$ cat config.mk
export PLATFORM = sky130hd
export DESIGN_NAME = source_text_tokenizer_unit
export DESIGN_NICKNAME = d
export VERILOG_FILES = /design/src/rtl/stt_pkg.sv /design/src/rtl/stt_lexer.sv /design/src/rtl/stt_fifo.sv /design/src/rtl/source_text_tokenizer_unit.sv
export SDC_FILE = /design/constraint.sdc
export NUM_CORES = 1
export LEC_CHECK = 0
export BUFFER_PORTS_ARGS = -buffer_cell sky130_fd_sc_hd__buf_2
export CAP_MARGIN = 10
export CORE_ASPECT_RATIO = 1.5
export CORE_UTILIZATION = 60
export CTS_CLUSTER_DIAMETER = 30
export DETAILED_ROUTE_END_ITERATION = 8
export PLACE_DENSITY_LB_ADDON = 0.08
export SLEW_MARGIN = 20
export SYNTH_ARGS = -nofsm -noshare
export SYNTH_HDL_FRONTEND = slang
export SYNTH_HIERARCHICAL = 1
export SYNTH_SLANG_ARGS = --single-unit
$ cat constraint.sdc
create_clock -name clk_i -period 13.55 [get_ports clk_i]
set_clock_uncertainty 0.2 [all_clocks]
set_input_delay 0.6775 -clock clk_i [delete_from_list [all_inputs] [get_ports clk_i]]
set_output_delay 0.6775 -clock clk_i [all_outputs]
set_load 0.02 [all_outputs]
$ cat src/rtl/stt_pkg.sv
`timescale 1ns / 1ps

package stt_pkg;

  localparam int KW_CHARS    = 9;
  localparam int KW_IDX_BITS = $clog2(KW_CHARS);
  localparam int POS_BITS    = 16;
  localparam int KW_TXT_BITS = 128;

  localparam int FIFO_DEPTH    = 4;
  localparam int FIFO_PTR_BITS = $clog2(FIFO_DEPTH);
  localparam int FIFO_CNT_BITS = $clog2(FIFO_DEPTH + 1);

  localparam logic REC_TOKEN   = 1'b0;
  localparam logic REC_CONTENT = 1'b1;

  localparam logic [5:0] K_IDENT     = 6'd0;
  localparam logic [5:0] K_NUMBER    = 6'd1;
  localparam logic [5:0] K_STRING    = 6'd2;
  localparam logic [5:0] K_INT       = 6'd3;
  localparam logic [5:0] K_RETURN    = 6'd4;
  localparam logic [5:0] K_IF        = 6'd5;
  localparam logic [5:0] K_ELSE      = 6'd6;
  localparam logic [5:0] K_WHILE     = 6'd7;
  localparam logic [5:0] K_FOR       = 6'd8;
  localparam logic [5:0] K_SPAWN     = 6'd9;
  localparam logic [5:0] K_YIELD     = 6'd10;
  localparam logic [5:0] K_AWAIT     = 6'd11;
  localparam logic [5:0] K_COROUTINE = 6'd12;
  localparam logic [5:0] K_INCLUDE   = 6'd13;
  localparam logic [5:0] K_PLUS      = 6'd14;
  localparam logic [5:0] K_INC       = 6'd15;
  localparam logic [5:0] K_MINUS     = 6'd16;
  localparam logic [5:0] K_DEC       = 6'd17;
  localparam logic [5:0] K_STAR      = 6'd18;
  localparam logic [5:0] K_SLASH     = 6'd19;
  localparam logic [5:0] K_SEMI      = 6'd20;
  localparam logic [5:0] K_COMMA     = 6'd21;
  localparam logic [5:0] K_LPAREN    = 6'd22;
  localparam logic [5:0] K_RPAREN    = 6'd23;
  localparam logic [5:0] K_LBRACE    = 6'd24;
  localparam logic [5:0] K_RBRACE    = 6'd25;
  localparam logic [5:0] K_ASSIGN    = 6'd26;
  localparam logic [5:0] K_EQ        = 6'd27;
  localparam logic [5:0] K_LT        = 6'd28;
  localparam logic [5:0] K_LE        = 6'd29;
  localparam logic [5:0] K_GT        = 6'd30;
  localparam logic [5:0] K_GE        = 6'd31;
  localparam logic [5:0] K_UNKNOWN   = 6'd32;
  localparam logic [5:0] K_EOF       = 6'd33;
  localparam logic [5:0] K_ERROR     = 6'd34;

  typedef struct packed {
    logic        record_kind;
    logic [5:0]  token_kind;
    logic [15:0] first_line;
    logic [15:0] start_column;
    logic [15:0] lexeme_length;
    logic [7:0]  content_byte;
    logic        last_of_item;
  } rec_t;

  typedef struct packed {
    logic [1:0] count;
    rec_t       r0;
    rec_t       r1;
  } lex_out_t;

endpackage

$ cat src/rtl/stt_lexer.sv
`timescale 1ns / 1ps

module stt_lexer (
  input  logic              clk_i,
  input  logic              rst_ni,
  input  logic              take_i,
  input  logic [7:0]        source_byte_i,
  input  logic              end_of_text_i,
  output stt_pkg::lex_out_t lex_o
);
  import stt_pkg::*;

  typedef enum logic [3:0] {
    M_IDLE, M_IDENT, M_NUMBER, M_HASH, M_STRING, M_ESC, M_COMMENT, M_OPER
  } mode_e;

  typedef struct packed {
    logic [15:0]         len;
    logic [POS_BITS-1:0] line;
    logic [POS_BITS-1:0] col;
  } cur_t;

  localparam logic [2:0] OP_NONE   = 3'd0;
  localparam logic [2:0] OP_PLUS   = 3'd1;
  localparam logic [2:0] OP_MINUS  = 3'd2;
  localparam logic [2:0] OP_ASSIGN = 3'd3;
  localparam logic [2:0] OP_LT     = 3'd4;
  localparam logic [2:0] OP_GT     = 3'd5;
  localparam logic [2:0] OP_SLASH  = 3'd6;

  localparam logic [7:0] CH_LF     = 8'h0A;
  localparam logic [7:0] CH_TAB    = 8'h09;
  localparam logic [7:0] CH_CR     = 8'h0D;
  localparam logic [7:0] CH_SPACE  = 8'h20;
  localparam logic [7:0] CH_QUOTE  = 8'h22;
  localparam logic [7:0] CH_HASH   = 8'h23;
  localparam logic [7:0] CH_BSLASH = 8'h5C;
  localparam logic [7:0] CH_UNDER  = 8'h5F;

  localparam logic [15:0]         LEN_MAX = 16'hFFFF;
  localparam logic [POS_BITS-1:0] POS_MAX = {POS_BITS{1'b1}};
  localparam logic [POS_BITS-1:0] POS_ONE = POS_BITS'(1);

  function automatic logic is_alpha(input logic [7:0] b);
    return (b >= "a" && b <= "z") || (b >= "A" && b <= "Z");
  endfunction

  function automatic logic is_digit(input logic [7:0] b);
    return b >= "0" && b <= "9";
  endfunction

  function automatic logic word_is(input logic [KW_CHARS-1:0][7:0] p,
                                   input logic [15:0] len,
                                   input logic [KW_TXT_BITS-1:0] txt, input int n);
    logic ok;
    ok = (len == 16'(n)) && (n <= KW_CHARS);
    for (int i = 0; i < KW_CHARS; i++) begin
      if (i < n) begin
        if (p[i] != txt[8*(n-1-i) +: 8]) ok = 1'b0;
      end
    end
    return ok;
  endfunction

  function automatic logic [5:0] ident_kind(input logic [KW_CHARS-1:0][7:0] p,
                                            input logic [15:0] len);
    if (word_is(p, len, "int", 3))       return K_INT;
    if (word_is(p, len, "string", 6))    return K_INT;
    if (word_is(p, len, "return", 6))    return K_RETURN;
    if (word_is(p, len, "if", 2))        return K_IF;
    if (word_is(p, len, "else", 4))      return K_ELSE;
    if (word_is(p, len, "while", 5))     return K_WHILE;
    if (word_is(p, len, "for", 3))       return K_FOR;
    if (word_is(p, len, "spawn", 5))     return K_SPAWN;
    if (word_is(p, len, "yield", 5))     return K_YIELD;
    if (word_is(p, len, "await", 5))     return K_AWAIT;
    if (word_is(p, len, "coroutine", 9)) return K_COROUTINE;
    return K_IDENT;
  endfunction

  function automatic logic [5:0] op_single(input logic [2:0] p);
    case (p)
      OP_PLUS:   return K_PLUS;
      OP_MINUS:  return K_MINUS;
      OP_ASSIGN: return K_ASSIGN;
      OP_LT:     return K_LT;
      OP_GT:     return K_GT;
      OP_SLASH:  return K_SLASH;
      default:   return K_UNKNOWN;
    endcase
  endfunction

  function automatic logic [5:0] op_double(input logic [2:0] p);
    case (p)
      OP_PLUS:   return K_INC;
      OP_MINUS:  return K_DEC;
      OP_ASSIGN: return K_EQ;
      OP_LT:     return K_LE;
      OP_GT:     return K_GE;
      default:   return K_UNKNOWN;
    endcase
  endfunction

  function automatic logic [7:0] op_second(input logic [2:0] p);
    case (p)
      OP_PLUS:   return "+";
      OP_MINUS:  return "-";
      OP_ASSIGN: return "=";
      OP_LT:     return "=";
      OP_GT:     return "=";
      default:   return 8'h00;
    endcase
  endfunction

  function automatic logic [2:0] op_code(input logic [7:0] b);
    case (b)
      "+":     return OP_PLUS;
      "-":     return OP_MINUS;
      "=":     return OP_ASSIGN;
      "<":     return OP_LT;
      ">":     return OP_GT;
      "/":     return OP_SLASH;
      default: return OP_NONE;
    endcase
  endfunction

  function automatic logic [5:0] single_kind(input logic [7:0] b);
    case (b)
      "*":     return K_STAR;
      ";":     return K_SEMI;
      ",":     return K_COMMA;
      "(":     return K_LPAREN;
      ")":     return K_RPAREN;
      "{":     return K_LBRACE;
      "}":     return K_RBRACE;
      default: return K_UNKNOWN;
    endcase
  endfunction

  function automatic logic [7:0] decode_escape(input logic [7:0] b);
    case (b)
      "n":     return CH_LF;
      "t":     return CH_TAB;
      "r":     return CH_CR;
      default: return b;
    endcase
  endfunction

  function automatic cur_t adv_cur(input cur_t c, input logic [7:0] b);
    cur_t r;
    r = c;
    if (b == CH_LF) begin
      if (c.line != POS_MAX) r.line = c.line + POS_ONE;
      r.col = POS_ONE;
    end else if (c.col != POS_MAX) begin
      r.col = c.col + POS_ONE;
    end
    return r;
  endfunction

  function automatic cur_t take_cur(input cur_t c, input logic [7:0] b);
    cur_t r;
    r = adv_cur(c, b);
    if (c.len != LEN_MAX) r.len = c.len + 16'd1;
    return r;
  endfunction

  function automatic logic [15:0] clip_pos(input logic [POS_BITS-1:0] v);
    logic [31:0] w;
    w = 32'(v);
    return (w > 32'h0000FFFF) ? 16'hFFFF : w[15:0];
  endfunction

  function automatic rec_t mk_rec(input logic rk, input logic [5:0] kind,
                                  input logic [POS_BITS-1:0] ln,
                                  input logic [POS_BITS-1:0] cl,
                                  input logic [15:0] len, input logic [7:0] byt);
    rec_t r;
    r.record_kind   = rk;
    r.token_kind    = kind;
    r.first_line    = clip_pos(ln);
    r.start_column  = clip_pos(cl);
    r.lexeme_length = len;
    r.content_byte  = byt;
    r.last_of_item  = 1'b0;
    return r;
  endfunction

  mode_e                     mode_q, mode_d;
  logic [2:0]                pend_q, pend_d;
  cur_t                      cur_q, cur_d;
  logic [POS_BITS-1:0]       tline_q, tline_d, tcol_q, tcol_d;
  logic [KW_CHARS-1:0][7:0]  pfx_q;
  logic                      pfx_we;
  logic [KW_IDX_BITS-1:0]    pfx_idx;

  logic       eot, fall;
  logic [7:0] b;
  logic [2:0] p;
  logic [5:0] wkind;
  logic [1:0] n_c;
  rec_t       r0_c, r1_c, em;
  mode_e      nmode;
  logic [2:0] nop;

  always_comb begin
    case (mode_q)
      M_IDENT:  wkind = ident_kind(pfx_q, cur_q.len);
      M_NUMBER: wkind = K_NUMBER;
      M_HASH:   wkind = word_is(pfx_q, cur_q.len, "#include", 8) ? K_INCLUDE : K_UNKNOWN;
      default:  wkind = op_single((pend_q < 3'd7) ? pend_q : OP_NONE);
    endcase
  end

  always_comb begin
    b       = source_byte_i;
    eot     = end_of_text_i || (source_byte_i == 8'h00);
    mode_d  = mode_q;
    pend_d  = pend_q;
    cur_d   = cur_q;
    tline_d = tline_q;
    tcol_d  = tcol_q;
    pfx_we  = 1'b0;
    pfx_idx = '0;
    n_c     = 2'd0;
    r0_c    = '0;
    r1_c    = '0;
    em      = '0;
    fall    = 1'b0;
    p       = (pend_q < 3'd7) ? pend_q : OP_NONE;
    nmode   = M_IDLE;
    nop     = OP_NONE;

    if (eot) begin
      if (mode_q == M_STRING || mode_q == M_ESC) begin
        r0_c = mk_rec(REC_TOKEN, K_ERROR, tline_q, tcol_q, cur_q.len, 8'h00);
        n_c  = 2'd1;
      end else begin
        if (mode_q == M_IDENT || mode_q == M_NUMBER || mode_q == M_HASH ||
            mode_q == M_OPER) begin
          r0_c = mk_rec(REC_TOKEN, wkind, tline_q, tcol_q, cur_q.len, 8'h00);
          n_c  = 2'd1;
        end
        em = mk_rec(REC_TOKEN, K_EOF, cur_q.line, cur_q.col, 16'd0, 8'h00);
        if (n_c == 2'd0) r0_c = em; else r1_c = em;
        n_c = n_c + 2'd1;
      end
      mode_d    = M_IDLE;
      pend_d    = OP_NONE;
      cur_d.len = 16'd0;
      cur_d.line = POS_ONE;
      cur_d.col  = POS_ONE;
      tline_d   = POS_ONE;
      tcol_d    = POS_ONE;
    end else begin
      case (mode_q)
        M_STRING: begin
          if (cur_d.len < 16'(KW_CHARS)) begin
            pfx_we = 1'b1; pfx_idx = cur_d.len[KW_IDX_BITS-1:0];
          end
          cur_d = take_cur(cur_d, b);
          if (b == CH_QUOTE) begin
            r0_c   = mk_rec(REC_TOKEN, K_STRING, tline_d, tcol_d, cur_d.len, 8'h00);
            n_c    = 2'd1;
            mode_d = M_IDLE;
          end else if (b == CH_BSLASH) begin
            mode_d = M_ESC;
          end else begin
            r0_c = mk_rec(REC_CONTENT, K_STRING, tline_d, tcol_d, 16'd0, b);
            n_c  = 2'd1;
          end
        end
        M_ESC: begin
          if (cur_d.len < 16'(KW_CHARS)) begin
            pfx_we = 1'b1; pfx_idx = cur_d.len[KW_IDX_BITS-1:0];
          end
          cur_d  = take_cur(cur_d, b);
          r0_c   = mk_rec(REC_CONTENT, K_STRING, tline_d, tcol_d, 16'd0, decode_escape(b));
          n_c    = 2'd1;
          mode_d = M_STRING;
        end
        M_COMMENT: begin
          if (b == CH_LF) begin
            mode_d = M_IDLE;
            fall   = 1'b1;
          end else begin
            cur_d = adv_cur(cur_d, b);
          end
        end
        M_IDENT, M_NUMBER, M_HASH: begin
          if ((mode_q == M_IDENT && (is_alpha(b) || is_digit(b) || b == CH_UNDER)) ||
              (mode_q == M_NUMBER && is_digit(b)) ||
              (mode_q == M_HASH && is_alpha(b))) begin
            if (cur_d.len < 16'(KW_CHARS)) begin
              pfx_we = 1'b1; pfx_idx = cur_d.len[KW_IDX_BITS-1:0];
            end
            cur_d = take_cur(cur_d, b);
          end else begin
            fall = 1'b1;
          end
        end
        M_OPER: begin
          if (p == OP_SLASH && b == "/") begin
            if (cur_d.len < 16'(KW_CHARS)) begin
              pfx_we = 1'b1; pfx_idx = cur_d.len[KW_IDX_BITS-1:0];
            end
            cur_d  = take_cur(cur_d, b);
            mode_d = M_COMMENT;
          end else if (p != OP_NONE && op_second(p) != 8'h00 && b == op_second(p)) begin
            if (cur_d.len < 16'(KW_CHARS)) begin
              pfx_we = 1'b1; pfx_idx = cur_d.len[KW_IDX_BITS-1:0];
            end
            cur_d  = take_cur(cur_d, b);
            r0_c   = mk_rec(REC_TOKEN, op_double(p), tline_d, tcol_d, cur_d.len, 8'h00);
            n_c    = 2'd1;
            mode_d = M_IDLE;
          end else begin
            fall = 1'b1;
          end
        end
        default: begin
          mode_d = M_IDLE;
          fall   = 1'b1;
        end
      endcase

      if (fall) begin
        if (mode_d != M_IDLE) begin
          r0_c = mk_rec(REC_TOKEN, wkind, tline_q, tcol_q, cur_q.len, 8'h00);
          n_c  = 2'd1;
        end
        mode_d = M_IDLE;
        pend_d = OP_NONE;
        if (b == CH_SPACE || (b >= CH_TAB && b <= CH_CR)) begin
          cur_d = adv_cur(cur_d, b);
        end else begin
          if (b == CH_HASH)                    nmode = M_HASH;
          else if (is_alpha(b) || b == CH_UNDER) nmode = M_IDENT;
          else if (is_digit(b))                nmode = M_NUMBER;
          else if (b == CH_QUOTE)              nmode = M_STRING;
          else if (op_code(b) != OP_NONE) begin
            nmode = M_OPER;
            nop   = op_code(b);
          end
          tline_d   = cur_d.line;
          tcol_d    = cur_d.col;
          cur_d.len = 16'd0;
          mode_d    = nmode;
          if (nmode == M_OPER) pend_d = nop;
          pfx_we  = 1'b1;
          pfx_idx = '0;
          cur_d   = take_cur(cur_d, b);
          if (nmode == M_IDLE) begin
            em = mk_rec(REC_TOKEN, single_kind(b), tline_d, tcol_d, cur_d.len, 8'h00);
            if (n_c == 2'd0) r0_c = em; else r1_c = em;
            n_c = n_c + 2'd1;
          end
        end
      end
    end

    r0_c.last_of_item = (n_c == 2'd1);
    r1_c.last_of_item = 1'b1;
  end

  assign lex_o.count = n_c;
  assign lex_o.r0    = r0_c;
  assign lex_o.r1    = r1_c;

  always_ff @(posedge clk_i or negedge rst_ni) begin
    if (!rst_ni) begin
      mode_q     <= M_IDLE;
      pend_q     <= OP_NONE;
      cur_q.len  <= 16'd0;
      cur_q.line <= POS_ONE;
      cur_q.col  <= POS_ONE;
      tline_q    <= POS_ONE;
      tcol_q     <= POS_ONE;
    end else if (take_i) begin
      mode_q  <= mode_d;
      pend_q  <= pend_d;
      cur_q   <= cur_d;
      tline_q <= tline_d;
      tcol_q  <= tcol_d;
    end
  end

  always_ff @(posedge clk_i) begin
    if (take_i && pfx_we) pfx_q[pfx_idx] <= b;
  end

endmodule

$ cat src/rtl/stt_fifo.sv
`timescale 1ns / 1ps

module stt_fifo (
  input  logic              clk_i,
  input  logic              rst_ni,
  input  logic              push_i,
  input  stt_pkg::lex_out_t lex_i,
  output logic              space_o,
  output logic              valid_o,
  input  logic              ready_i,
  output stt_pkg::rec_t     rec_o
);
  import stt_pkg::*;

  rec_t                     mem_q [FIFO_DEPTH];
  logic [FIFO_PTR_BITS-1:0] rd_q, wr_q;
  logic [FIFO_CNT_BITS-1:0] cnt_q;
  logic [1:0]               wr_n;
  logic                     pop;
  logic [FIFO_PTR_BITS-1:0] wr_nxt;

  assign wr_n    = push_i ? lex_i.count : 2'd0;
  assign pop     = valid_o && ready_i;
  assign valid_o = (cnt_q != '0);
  assign space_o = (cnt_q <= FIFO_CNT_BITS'(FIFO_DEPTH - 2));
  assign rec_o   = mem_q[rd_q];
  assign wr_nxt  = wr_q + FIFO_PTR_BITS'(1);

  always_ff @(posedge clk_i or negedge rst_ni) begin
    if (!rst_ni) begin
      rd_q  <= '0;
      wr_q  <= '0;
      cnt_q <= '0;
    end else begin
      if (pop) rd_q <= rd_q + FIFO_PTR_BITS'(1);
      wr_q  <= wr_q + FIFO_PTR_BITS'(wr_n);
      cnt_q <= cnt_q + FIFO_CNT_BITS'(wr_n) - FIFO_CNT_BITS'(pop);
    end
  end

  always_ff @(posedge clk_i) begin
    if (wr_n != 2'd0) mem_q[wr_q] <= lex_i.r0;
    if (wr_n == 2'd2) mem_q[wr_nxt] <= lex_i.r1;
  end

endmodule

$ cat src/rtl/source_text_tokenizer_unit.sv
// A word is formed combinationally and written into the four-entry output queue when its
// source byte is taken. Throughput: one source byte per cycle while two queue entries are
// free; each byte yields up to two words, drained one per cycle while out_ready_i is high.
// Reset: position returns to line 1 column 1, scanner goes idle, output queue empties.
// The end flag or a NUL byte flushes the pending token and resets the position the same way.
`timescale 1ns / 1ps

module source_text_tokenizer_unit (
  input  logic        clk_i,
  input  logic        rst_ni,
  input  logic        in_valid_i,
  output logic        in_ready_o,
  input  logic [7:0]  source_byte_i,
  input  logic        end_of_text_i,
  output logic        out_valid_o,
  input  logic        out_ready_i,
  output logic        record_kind_o,
  output logic [5:0]  token_kind_o,
  output logic [15:0] first_line_o,
  output logic [15:0] start_column_o,
  output logic [15:0] lexeme_length_o,
  output logic [7:0]  content_byte_o,
  output logic        last_of_item_o
);
  import stt_pkg::*;

  lex_out_t lex;
  rec_t     rec;
  logic     take;

  assign take = in_valid_i && in_ready_o;

  stt_lexer u_lexer (
    .clk_i         (clk_i),
    .rst_ni        (rst_ni),
    .take_i        (take),
    .source_byte_i (source_byte_i),
    .end_of_text_i (end_of_text_i),
    .lex_o         (lex)
  );

  stt_fifo u_fifo (
    .clk_i   (clk_i),
    .rst_ni  (rst_ni),
    .push_i  (take),
    .lex_i   (lex),
    .space_o (in_ready_o),
    .valid_o (out_valid_o),
    .ready_i (out_ready_i),
    .rec_o   (rec)
  );

  assign record_kind_o   = rec.record_kind;
  assign token_kind_o    = rec.token_kind;
  assign first_line_o    = rec.first_line;
  assign start_column_o  = rec.start_column;
  assign lexeme_length_o = rec.lexeme_length;
  assign content_byte_o  = rec.content_byte;
  assign last_of_item_o  = rec.last_of_item;

endmodule

Yosys cells after proc, flatten, opt, wreduce, memory -nomap -nowiden. Memory sizes are Yosys's and may differ from the RTL's. Cells that the tools add are included.

Divide/modulo/power cells: 0. Multipliers: 0. Shifts and indexed selects: 0. Bitwise operators: 0. Add/sub/neg operators: 12. Equality and inequality tests: 102. Muxes and demuxes: 404. $lt $le $gt $ge: 13. Reductions and logical operators: 42.

Operator list (count): $mux 64 (14); $ne 8x7->1 const B (49); $mux 6 (63); $mux 63 (6); $mux 48 (7); $mux 16 (16); $mux 1 (224); $pmux 48 s4 (1); $pmux 64 s3 (1); $eq 8x6->1 const B (14); $mux 4 (23); $add 16x1->16 const B (5); $ne 16x16->1 const B (5); $bwmux 72 (1); $eq 8x7->1 const B (7); $mux 3 (18); $eq 16x3->1 const B (3); $pmux 6 s7 (1); $pmux 6 s3 (2); $pmux 6 s6 (1); $demux 8 s4 (1); $eq 16x2->1 const B (2); $eq 16x4->1 const B (2); $mux 8 (4); other kinds (49) (103).

Input bits: 13. Output and inout port bits: 66. Latch bits: 0. Flip-flop bits (word level): 166. Memories: 1. Bits in writable memories: 256. Bits in read-only memories: 0.

Memory list: u_fifo.mem_q (words 4, width 64, read ports 1, clocked after memory_dff 0, write ports 2, RTL line stt_fifo.sv:15) `rec_t mem_q [FIFO_DEPTH];`.

Logic depth before layout (Yosys ltp). Gate-level depths: netlist of the first run.

Depth in word-level cells: 165. Gate-level depth with buffers: 20.

Hierarchy. Netlist of the first run, hierarchy kept.

By module, submodules not included: stt_fifo (seq. area each 7862.5 um2, instances 1, area an instance 13026.2 um2, cells an instance 664); stt_lexer (seq. area each 4344.2 um2, instances 1, area an instance 11830.1 um2, cells an instance 1412); source_text_tokenizer_unit (seq. area each 0.0 um2, instances 1, area an instance 6.3 um2, cells an instance 1).

Worst setup path before layout of the first run. Ideal clock, no wire load.

Path type: in2reg. Start: in source_byte_i[3]. End: mem u_fifo/mem_q[1][0] in the netlist's numbering, enable pin. Buffers on the path: 3. Stages: 14. Setup slack: 6.895 ns. Arrival time: 5.969 ns. Cells stage by stage: clkbuf_1 > nor4_1 > nor2b_1 > nor4b_2 > nor4_4 > buf_2 > nor2_1 > clkbuf_1 > a211oi_1 > nor3_1 > nor2_1 > mux2_2 > nand2_1 > nor2_1.

RTL lines: from (decl) (RTL line source_text_tokenizer_unit.sv:13) `input logic [7:0] source_byte_i,`; to (decl) (RTL line stt_fifo.sv:15).

==> Flow_metrics.wiki, run 1 <==
{| class="wikitable"
! Metric !! Value
|-
| Clk pin slew, worst setup/hold paths || 0.05 ns
|-
| Final critical path time including I/O delays and setup || between 6 and 7 ns
|-
| Maximum operating frequency || around 160 MHz
|-
| Slew Limit Headroom || ~20%
|-
| Vertical extent of the die || about 250 um
|-
| Top_reg_cell synth || edfxtp_1
|-
| I/O Buffers || 78
|-
| Critical path start-end classification || reg -> reg
|-
| Sequential cell area fraction in the yosys report || between 40 and 50%
|-
| RSZ-0062 raised after global routing || no
|-
| Clk Latency, worst-skew pair || around 0.6 ns
|-
| Critical path peak fanout || 35
|-
| Count of antenna-violating nets left after detailed routing || 0
|-
| Syn-to-layout area delta || 12.7%
|-
| Wirelength per Cell || between 20 and 30 um
|-
| Horiz. Die Dim || around 170 um
|-
| Number of synthesized register bits || about 420
|-
| CTS tree || done
|-
| Endpoints failing hold || 0
|-
| Fraction of the cycle the final worst path needs || 45.6%
|-
| Met3 demand-to-capacity share in global routing || about 4.2%
|-
| Number of clock sinks || between 400 and 500
|-
| Detailed-placement wirelength estimate || between 40000 and 50000 um
|-
| Detailed-route DRC error count || 0
|-
| Global-route met2 utilization || about 59%
|-
| Final global-route overflow total || 0
|-
| Global-route wire length before repair || around 110000 um
|-
| Required time of the critical path || 13.69 ns
|-
| Worst min-delay path endpoint || u_lexer/tcol_q[0]
|-
| Fillcell total || 2949
|-
| Instance count along the most critical hold path || 2
|-
| Starting utilization of the core area || 60.7%
|-
| Final setup viols || 0
|-
| Worst Hold Class || reg -> reg
|-
| Max Slew Vio Count || 0
|-
| Reg-to-reg setup timing slack || ~7.4 ns
|-
| Hold_sp || u_lexer/tcol_q[0]
|-
| Post-cts sizing count || 0
|-
| Proportion of synthesized flip-flops having asynchronous set or reset || between 20% and 30%
|-
| Max_cap viols || 0
|-
| Count of flip-flops with a built-in enable after synthesis || about 330
|-
| Status || completed
|-
| Critical-path cell with the highest stage delay || nor2_4
|-
| Diode insertion count for antenna repair || 0
|-
| Slew at the pin with the worst max-slew slack || roughly 1.2 ns
|-
| TNS Setup || 0 ns
|-
| Hold_ws || 0.275 ns
|-
| Number of clock buffers inserted by TritonCTS || between 70 and 80
|-
| Summed instance area of the synthesized netlist || between 0.02 and 0.025 mm2
|-
| Initial DRT Pass Iterations || 7
|-
| Area of the placeable core || just over 0.04 mm2
|-
| I/O pin count || just under 80
|-
| Root buf cell || clkbuf_16
|-
| Static leakage power || roughly 10 nW
|-
| Data arrival time at the worst-slack endpoint || 6.31 ns
|-
| Multi-input logic area || 0.0117 mm2
|-
| Synthesized area divided by synthesized cell count || 12.0 um2
|-
| Area of the die || between 0.04 and 0.05 mm2
|-
| Count of different cell masters after synthesis || between 100 and 150
|-
| Worst-case vdd ir drop || roughly 0.00011 V
|-
| Deepest clock path buffer count || 3
|-
| Placer's final routability congestion estimate || 0.982
|-
| Worst Path Buf+Inv || 3
|-
| Worst slack, placed || 6.95 ns
|-
| Global-route total usage across every layer || roughly 34%
|-
| Startpoint of the worst-slack reg-to-reg timing path || u_lexer/mode_q[1]
|-
| Number of cells on the worst reg-to-reg path || 14
|-
| Area post-placement || around 0.025 mm2
|-
| Number of antenna violations at the first check in global routing || 0
|-
| Final nets || between 2000 and 2500
|-
| Worst Setup Slack, final || 7.38 ns
|-
| R2R Path End || u_fifo/mem_q[0][43]
|-
| Post-layout instance area || 0.0280 mm2
|-
| Vias in the first global route || 18700
|-
| Largest net degree at the start of global routing || 50
|-
| Startpoint kind of the worst setup timing path || flop
|-
| Critical Path Max Stage Delay || ~0.89 ns
|-
| H-tree Lvls || 3
|-
| Register area || approximately 0.012 mm2
|-
| Cell count after synthesis || 2077
|-
| Met1 track demand over resource in global routing || a little over two fifths
|-
| Share of layout cells above drive strength 1 || around 28%
|-
| Number of DRC markers in iteration 0 || 1785
|-
| Crit path max-delay family || simple AND/OR/NAND/NOR gates
|-
| Synth Warn # || 6
|-
| Drt via density || a little under 7
|-
| Via Count || between 15000 and 20000
|-
| Endpoint type of the worst setup path || flop
|-
| Total number of placement rows || 91
|-
| Most congested layer reported by global routing || met2
|-
| Total length of routed wires || about 70000 um
|-
| Critical path cell sequence || xor2_1 > o21bai_1 > o21a_1 > inv_1 > o21ai_0 > nor2_1 > buf_4 > nor2_1 > and3_1 > or2_2 > nand3b_4 > nor2_4 > buf_4 > mux2_2
|-
| Ratio of total power to cell area || between 200 and 250 mW/mm2
|}
==> where the power goes <==
group          internal [mW]  leakage [nW]  total, mW  switching (mW)
clock network           1.24          1.27       1.93           0.697
logic                  0.695          4.73       1.98            1.29
registers               1.62          4.30       1.76           0.140
total                   3.55          10.3       5.68            2.13
==> worst max-delay path by stage <==
stage | start | endpoint | slack [ns] | cells after the start
global route | u_lexer/mode_q[1] | u_fifo/mem_q[0][43] | 7.07 | 14
detailed placement | source_byte_i[4] | u_fifo/mem_q[0][51] | 6.95 | 15
CTS | u_lexer/mode_q[1] | u_fifo/mem_q[0][43] | 7.50 | 14
floorplan | source_byte_i[3] | u_fifo/mem_q[1][0] | 6.89 | 14
global placement | source_byte_i[4] | u_fifo/mem_q[0][46] | 7.14 | 15
finish | u_lexer/mode_q[1] | u_fifo/mem_q[0][43] | 7.38 | 14
==> flip-flops by register name, summed over array words and instances (netlist names), 3 cells and up <==
register         count
u_lexer/pfx_q       72
u_fifo/cnt_q         3
u_lexer/cur_q       48
u_fifo/mem_q       256
u_lexer/pend_q       3
u_lexer/tcol_q      16
u_lexer/tline_q     16
u_lexer/mode_q       4
==> repair_timing <==
item | CTS | global route
setup buffers | 0 | 0
hold buffers | 1 | 0
endpoints found under the setup margin | 0 | 0
endpoints found under the hold margin | 42 | 0
==> placed cells by master (no fill, tap or decap), types with 60 or more instances in the layout <==
cell type / count
buf_2: 77
o21ai_0: 137
dfrtp_1: 88
nor2_1: 111
clkbuf_16: 74
nand2_1: 151
mux2_2: 192
edfxtp_1: 328
nand3_1: 62
mux4_2: 64
a21oi_1: 62
mux2_4: 60
==> tightest hold or removal path, cell delays in order, from the launching register on <==
cell     delay (ns)
dfstp_2        0.37
inv_1          0.05
a21oi_1        0.06
==> routing by layer <==
metal  wire length [um]  vias up
met5                  0        -
met4               3170        0
met3               4470      195
met2              36300      919
met1              27500     9264
li1                   -     8200
==> metrics by stage <==
step / instances / util (%) / total power, mW
after floorplan: 2100 / - / 3.10
after global placement: 2559 / 62.0 / 3.70
after detailed placement: 2559 / 62.0 / 3.74
after CTS: 2694 / 68.4 / 5.68
after global routing: 2694 / 68.4 / 5.88
final: 2694 / 68.4 / 5.68
==> layout make-up <==
cell class	count	share of cell area, %
Sequential cell	422	43.6
Clock inverter	53	2.55
Timing Repair Buffer	110	2.27
Multi-Input combinational cell	1469	41.9
Clock buffer	81	6.77
Tap cell	511	2.28
Inverter	48	0.643
==> synth_stat cells (26+ instances only) <==
| cell type | n | area [um2] |
|---|---|---|
| dfrtp_1 | 90 | 2250 |
| nor2_1 | 114 | 428 |
| o21ai_0 | 137 | 686 |
| a31oi_1 | 26 | 163 |
| mux2_4 | 60 | 901 |
| a21oi_1 | 63 | 315 |
| mux2_2 | 192 | 2160 |
| nor4_1 | 34 | 213 |
| xnor2_1 | 26 | 228 |
| buf_2 | 35 | 175 |
| a22o_1 | 32 | 280 |
| nand3_1 | 62 | 310 |
| and3_1 | 27 | 169 |
| clkbuf_1 | 82 | 308 |
| nand2_1 | 151 | 567 |
| mux4_2 | 64 | 1440 |
| inv_1 | 48 | 180 |
| buf_4 | 26 | 195 |
| nor3_1 | 47 | 235 |
| nand4_1 | 26 | 163 |
| edfxtp_1 | 328 | 9850 |
| o22ai_1 | 27 | 169 |
==> logic make-up after synthesis <==
| kind of cell | count (synthesis) | share of synthesized area, % |
|---|---|---|
| simple gates | 629 | 14.1 |
| mux | 331 | 18.7 |
| buf+inv | 209 | 4.28 |
| fa+ha+maj | 15 | 0.775 |
| flops | 422 | 49.1 |
| xor+xnor | 38 | 1.34 |
| compound gates | 431 | 11.6 |
| other cells | 2 | 0.0302 |
Power figures use the tool's default switching activity.
==> inputs of run 2 (changes only) <==
==> constraint.sdc (replaced) <==
create_clock -name clk_i -period 6.1 [get_ports clk_i]
set_clock_uncertainty 0.2 [all_clocks]
set_input_delay 0.305 -clock clk_i [delete_from_list [all_inputs] [get_ports clk_i]]
set_output_delay 0.305 -clock clk_i [all_outputs]
set_load 0.02 [all_outputs]
==> Flow_metrics.wiki, run 2 (synthesis gave the netlist of run 1 again) <==
{| class="wikitable"
! Metric !! Value
|-
| Pint || 7.93 mW (+120%)
|-
| Starting utilization of the core area || 60.7% (unchanged)
|-
| CTS tree || done
|-
| Reg-to-reg setup timing slack || 1.04 ns (-6.34 ns)
|-
| Required time of the critical path || 6.38 ns (-7.31 ns)
|-
| Static leakage power || 10.5 nW (+1.5%)
|-
| Number of clock sinks || 422 (unchanged)
|-
| Hold_sp || source_byte_i[5]
|-
| R2R Path End || u_fifo/mem_q[3][48]
|-
| Logic gate share of total power || 36.4% (+1.5 points)
|-
| Total length of routed wires || 72700 um (+1.7%)
|-
| Largest net degree at the start of global routing || 72 (+44%)
|-
| Share of layout cells above drive strength 1 || 29.0% (+0.79 points)
|-
| Clk Latency, worst-skew pair || 0.59 ns (about the same)
|-
| Critical path start-end classification || in -> reg
|-
| Fraction of power consumed by sequential logic || 31.1% (about the same)
|-
| Top reg by flops || u_fifo/mem_q
|-
| Status || completed
|-
| Clock Power Share || 32.5% (-1.6 points)
|-
| Detailed-route DRC error count || 0 (unchanged)
|-
| Global-route wire length before repair || 110000 um (+1.2%)
|-
| Leading registers by flop count || u_fifo/mem_q (256), u_lexer/pfx_q (72), u_lexer/cur_q (48)
|-
| Vias in the first global route || 18800 (+0.53%)
|-
| Number of cells on the worst reg-to-reg path || 14 (unchanged)
|-
| Worst min-delay path endpoint || u_lexer/pfx_q[61]
|-
| Final global-route overflow total || 0 (unchanged)
|-
| Slew at the pin with the worst max-slew slack || 1.16 ns (-0.0271 ns)
|-
| Slew Limit Headroom || 21.6% (+1.0 points)
|-
| I/O pin count || 79 (unchanged)
|-
| Wirelength per Cell || 26.6 um (+0.46%)
|-
| Area of the die || 0.0423 mm2 (unchanged)
|-
| Final setup viols || 0 (unchanged)
|-
| Drt via density || 6.85 (-0.68%)
|-
| Count of antenna-violating nets left after detailed routing || 0 (unchanged)
|-
| Area of the placeable core || 0.0410 mm2 (unchanged)
|-
| TNS Setup || 0 ns (unchanged)
|-
| Worst Hold Class || in -> reg
|-
| Clk pin slew, worst setup/hold paths || 0.06 ns (about the same)
|-
| Sw Share || 37.0% (-0.44 points)
|-
| Setup fix buffers added after clock tree synthesis || 0 (unchanged)
|-
| Data arrival time at the worst-slack endpoint || 5.48 ns (-0.83 ns)
|-
| Detailed-placement wirelength estimate || 48700 um (+2.0%)
|-
| Switch Pwr || 4.66 mW (+120%)
|-
| Max_cap viols || 0 (unchanged)
|-
| Critical path peak fanout || 17 (-51%)
|-
| Syn-to-layout area delta || 13.8%
|-
| Commonest cells after routing, fill and taps aside || edfxtp_1, mux2_2, nand2_1, o21ai_0, nor2_1
|-
| Ratio of total power to cell area || 445 mW/mm2 (+120%)
|-
| Max Slew Vio Count || 0 (unchanged)
|-
| I/O Buffers || 78 (unchanged)
|-
| Instance count along the most critical hold path || 1 (-1)
|-
| Number of clock buffers inserted by TritonCTS || 70 (-2.8%)
|-
| Deepest clock path buffer count || 3 (unchanged)
|-
| Placer's final routability congestion estimate || 1.00 (+2.3%)
|-
| Worst Setup Slack, final || 0.904 ns (-6.47 ns)
|-
| Fraction of the cycle the final worst path needs || between 80 and 90%
|-
| Number of DRC markers in iteration 0 || 1945 (+9.0%)
|-
| Final nets || 2189 (+1.8%)
|-
| Diode insertion count for antenna repair || 0 (unchanged)
|-
| Total number of placement rows || 91 (unchanged)
|-
| RSZ-0062 raised after global routing || no
|-
| Initial DRT Pass Iterations || 6 (-1)
|-
| Startpoint kind of the worst setup timing path || primary input
|-
| Endpoint type of the worst setup path || flop
|-
| Global-route total usage across every layer || 34.6% (+0.50 points)
|-
| Hold Buf Count CTS || 5 (+4)
|-
| Maximum operating frequency || 192 MHz
|-
| Worst-case vdd ir drop || 0.000309 V (+170%)
|-
| Startpoint of the worst-slack reg-to-reg timing path || u_lexer/mode_q[1]
|-
| Post-cts sizing count || 0 (unchanged)
|-
| Horiz. Die Dim || 168 um (unchanged)
|-
| Vertical extent of the die || 251 um (unchanged)
|-
| Final critical path time including I/O delays and setup || 5.20 ns
|-
| H-tree Lvls || 3 (unchanged)
|-
| Root buf cell || clkbuf_16
|-
| Number of antenna violations at the first check in global routing || 0 (unchanged)
|-
| Leading cell type in the layout, fill and taps excluded || edfxtp_1
|-
| Endpoints failing hold || 0 (unchanged)
|-
| Via Count || 18700 (+0.58%)
|-
| Max reg flops || 256 (unchanged)
|-
| Worst slack, placed || 0.913 ns (-6.04 ns)
|}
-- run 2: worst max-delay path by stage --
stage                           start                  to  cells after the start
detailed placement   source_byte_i[0]   u_lexer/cur_q[24]                     15
finish               source_byte_i[1]   u_lexer/cur_q[24]                     18
global placement     source_byte_i[2]   u_lexer/pfx_q[38]                     13
floorplan           u_lexer/pend_q[2]  u_fifo/mem_q[1][0]                     13
global route         source_byte_i[1]   u_lexer/cur_q[14]                     14
CTS                  source_byte_i[2]   u_lexer/pfx_q[32]                     14
-- run 2: power by group through the flow --
stage | clock (mW) | sequential, mW | combinational (mW)
floorplan | 0 | 3.75 | 3.13
global placement | 0 | 3.95 | 4.40
detailed placement | 0 | 3.97 | 4.47
CTS | 4.15 | 3.92 | 4.51
global route | 4.27 | 3.97 | 4.81
finish | 4.09 | 3.92 | 4.58
-- run 2: area by class of cell --
type / count / area [um2]
clock buffers: 80 / 1850
well taps: 511 / 639
inverters: 48 / 180
multi-input cells: 1469 / 11700
fillers: 2992 / 12700
clock inverters: 47 / 594
flip-flops and latches: 422 / 12200
repair buffers: 151 / 1080
-- run 2: critical path, stage by stage --
cell and delay (ns):
dlygate4sd3_1 0.52, buf_2 0.39, buf_4 0.30, and4b_1 0.22, nor3_1 0.07, nor4b_2 0.45
or4_1 0.54, nand4_4 0.27, nor2_1 0.15, a21oi_1 0.08, inv_1 0.10, ha_1 0.22
nand2_1 0.09, or3_4 0.38, nor4_4 0.59, a21oi_2 0.25, a31o_1 0.27, a32o_1 0.25
-- run 2: layer usage --
metal | vias up | wire length (um) | part of all wire, % | global-route usage [%]
met4 | 0 | 3810 | 5.2 | 18.1
li1 | 8243 | - | - | -
met2 | 909 | 36100 | 50 | 58.8
met1 | 9297 | 28000 | 39 | 42.6
met3 | 236 | 4760 | 6.5 | 5.18
met5 | - | 0 | 0 | 0
-- run 2: stage by stage --
step | area (um2) | total power [mW] | util [%] | hold WS (ns) | std cells
global placement | 25800 | 8.35 | 62.9 | 0.0446 | 2596
finish | 28300 | 12.6 | 69.0 | 0.0149 | 2728
global route | 28300 | 13.0 | 69.0 | 0.00810 | 2728
detailed placement | 25800 | 8.44 | 62.9 | 0.0421 | 2596
floorplan | 25000 | 6.88 | - | -0.191 | 2100
CTS | 28300 | 12.6 | 69.0 | 0.00516 | 2728
==> inputs of run 3 (changes only) <==
--- a/config.mk
+++ b/config.mk
@@ -7,7 +7,6 @@
 export LEC_CHECK = 0
 export BUFFER_PORTS_ARGS = -buffer_cell sky130_fd_sc_hd__buf_2
 export CAP_MARGIN = 10
-export CORE_ASPECT_RATIO = 1.5
 export CORE_UTILIZATION = 60
 export CTS_CLUSTER_DIAMETER = 30
 export DETAILED_ROUTE_END_ITERATION = 8
==> constraint.sdc (replaced) <==
create_clock -name clk_i -period 6.1 [get_ports clk_i]
set_clock_uncertainty 0.2 [all_clocks]
set_input_delay 0 -clock clk_i [delete_from_list [all_inputs] [get_ports clk_i]]
set_output_delay 0 -clock clk_i [all_outputs]
set_load 0.02 [all_outputs]
==> Flow_metrics.wiki, run 3 (synthesis gave the netlist of run 1 again) <==
{| class="wikitable"
! Metric !! Value
|-
| Detailed-route DRC error count || 0 (unchanged)
|-
| Status || completed
|-
| Syn-to-layout area delta || 17.1%
|-
| Number of cells on the worst reg-to-reg path || 12 (-2)
|-
| Drt via density || 6.79 (-0.89%)
|-
| Initial DRT Pass Iterations || 7 (+1)
|-
| Final nets || 2217 (+1.3%)
|-
| Leading cell type in the layout, fill and taps excluded || edfxtp_1
|-
| Global-route wire length before repair || 113000 um (+2.2%)
|-
| Global-route total usage across every layer || 35.5% (+0.92 points)
|-
| Via Count || 19000 (+1.8%)
|-
| Clk Latency, worst-skew pair || 0.62 ns (+0.03 ns)
|-
| Required time of the critical path || 6.26 ns (-0.12 ns)
|-
| Number of standard cells in the final layout excluding fillers || 2801 (+2.7%)
|-
| Slew Limit Headroom || 17.5% (-4.1 points)
|-
| Startpoint kind of the worst setup timing path || flop
|-
| Multi-input logic area || 0.0117 mm2 (about the same)
|-
| Hold_ws || 0.107 ns (+0.0925 ns)
|-
| Pint || 8.68 mW (+9.5%)
|-
| Max_cap viols || 0 (unchanged)
|-
| Horiz. Die Dim || 206 um (+22%)
|-
| Register area || 0.0122 mm2 (unchanged)
|-
| Placer's final routability congestion estimate || 1.00 (about the same)
|-
| CTS tree || done
|-
| Reg-to-reg setup timing slack || 0.77 ns (-0.27 ns)
|-
| TNS Setup || 0 ns (unchanged)
|-
| Sw Share || 36.4% (-0.58 points)
|-
| Worst-case vdd ir drop || 0.000334 V (+8.2%)
|-
| Detailed-placement wirelength estimate || 47300 um (-2.9%)
|-
| Fraction of the cycle the final worst path needs || 87.4% (+2.2 points)
|-
| Maximum operating frequency || 188 MHz (-2.5%)
|-
| Hold_sp || out_ready_i
|-
| Root buf cell || clkbuf_16
|-
| Worst min-delay path endpoint || u_fifo/rd_q[0]
|-
| Worst Hold Class || in -> reg
|-
| RSZ-0062 raised after global routing || no
|-
| Largest net degree at the start of global routing || 66 (-8.3%)
|-
| Switch Pwr || 4.97 mW (+6.8%)
|-
| Startpoint of the worst-slack reg-to-reg timing path || u_lexer/pend_q[2]
|-
| R2R Path End || u_fifo/mem_q[3][61]
|-
| Total length of routed wires || 73700 um (+1.4%)
|-
| Fraction of power consumed by sequential logic || 28.7% (-2.4 points)
|-
| Number of clock buffers inserted by TritonCTS || 93 (+33%)
|-
| Number of clock sinks || 422 (unchanged)
|-
| Final setup viols || 0 (unchanged)
|-
| Area of the die || 0.0423 mm2 (about the same)
|-
| Placed instance count || 2610 (+0.54%)
|-
| Fillcell total || 2787 (-6.9%)
|-
| Ratio of total power to cell area || 469 mW/mm2 (+5.3%)
|-
| I/O Buffers || 78 (unchanged)
|-
| Endpoint type of the worst setup path || flop
|-
| Area of the placeable core || 0.0408 mm2 (-0.38%)
|-
| Critical path peak fanout || 22 (+5)
|-
| Instance count along the most critical hold path || 4 (+3)
|-
| Data arrival time at the worst-slack endpoint || 5.50 ns (+0.02 ns)
|-
| Starting utilization of the core area || 60.9% (+0.23 points)
|-
| Leading registers by flop count || u_fifo/mem_q (256), u_lexer/pfx_q (72), u_lexer/cur_q (48)
|-
| Max Slew Vio Count || 0 (unchanged)
|-
| Wirelength per Cell || 26.3 um (-1.2%)
|-
| Critical path start-end classification || reg -> reg
|-
| Deepest clock path buffer count || 3 (unchanged)
|-
| Commonest cells after routing, fill and taps aside || edfxtp_1, mux2_2, nand2_1, o21ai_0, nor2_1
|-
| Clock Power Share || 37.6% (+5.1 points)
|-
| Total number of placement rows || 74 (-19%)
|-
| Top reg by flops || u_fifo/mem_q
|-
| Share of layout cells above drive strength 1 || 29.8% (+0.80 points)
|-
| Count of antenna-violating nets left after detailed routing || 0 (unchanged)
|-
| Static leakage power || 10.8 nW (+3.5%)
|-
| Number of DRC markers in iteration 0 || 2229 (+15%)
|-
| Final global-route overflow total || 0 (unchanged)
|-
| Endpoints failing hold || 0 (unchanged)
|-
| Vertical extent of the die || 206 um (-18%)
|-
| Setup fix buffers added after clock tree synthesis || 0 (unchanged)
|-
| Clk pin slew, worst setup/hold paths || 0.05 ns (about the same)
|-
| Vias in the first global route || 18700 (-0.42%)
|-
| Number of antenna violations at the first check in global routing || 1 (+1)
|-
| I/O pin count || 79 (unchanged)
|-
| Final critical path time including I/O delays and setup || 5.33 ns (+0.136 ns)
|-
| Max reg flops || 256 (unchanged)
|-
| H-tree Lvls || 3 (unchanged)
|-
| Logic gate share of total power || 33.7% (-2.7 points)
|-
| Slew at the pin with the worst max-slew slack || 1.23 ns (+0.0727 ns)
|}
run 3: cell count changes in the layout (fill, tap and decap cells not counted), sizes merged:
cell	delta
buf	-7
inv	-3
clkinvlp	+9
clkinv	+7
bufinv	+2
diode	+1
dlygate4sd3	+12
clkbuf	+31
run 3: worst max-delay path by stage:
stage	start	endpoint	depth (start not counted)
floorplan	u_lexer/pend_q[2]	u_fifo/mem_q[1][0]	13
global placement	source_byte_i[2]	u_fifo/mem_q[3][61]	13
detailed placement	u_lexer/pend_q[2]	u_fifo/mem_q[3][61]	12
CTS	u_lexer/pend_q[2]	u_fifo/mem_q[3][61]	12
global route	u_lexer/pend_q[2]	u_fifo/mem_q[3][61]	12
finish	u_lexer/pend_q[2]	u_fifo/mem_q[3][61]	12
run 3: worst max-delay path: stages, from the launching register on:
cell and delay, ns:
dfrtp_1 0.54, nor3_1 0.29, o21ai_0 0.21, a2111oi_4 0.57, o21ai_0 0.38, nor2_1 0.68
nor2_1 0.14, and3_1 0.30, or2_2 0.36, nand3b_4 0.15, or3b_4 0.51, buf_4 0.41
mux2_4 0.33
run 3: per-stage QoR:
stage               utilization (%)  setup WS, ns  power, mW  area, um2
global route                   71.3         0.573       14.2      29100
floorplan                         -         0.812       6.88      25000
detailed placement             62.9         0.940       8.40      25700
global placement               62.9          1.04       8.34      25700
finish                         71.3         0.768       13.7      29100
CTS                            71.3         0.922       13.6      29100
run 3: final cells by class:
class,instances,area share (%)
flip-flops and latches,422,41.9
multi-input cells,1469,40.3
clock buffers,111,8.44
repair buffers,156,3.69
clock inverters,62,2.72
well taps,532,2.29
inverters,48,0.619
diodes,1,0.00859
run 3: routing by layer:
layer | vias to the layer above | global-route usage, % | share of wire, %
met1 | 9479 | 50.5 | 43
li1 | 8340 | - | -
met4 | 0 | 12.3 | 2.5
met5 | - | 0 | 0
met2 | 1060 | 53.9 | 45
met3 | 135 | 7.36 | 9.5
run 3: power groups by stage:
stage               sequential (mW)  combinational [mW]  clock [mW]
finish                         3.92                4.60        5.13
global route                   3.96                4.88        5.33
CTS                            3.91                4.51        5.17
detailed placement             3.96                4.44           0
global placement               3.94                4.40           0
floorplan                      3.75                3.13           0
run 3: repair_timing:
action | 4_1_cts | 5_1_grt
endpoints found under the hold margin | 151 | 0
gates resized for setup | 0 | 0
hold buffers | 17 | 0
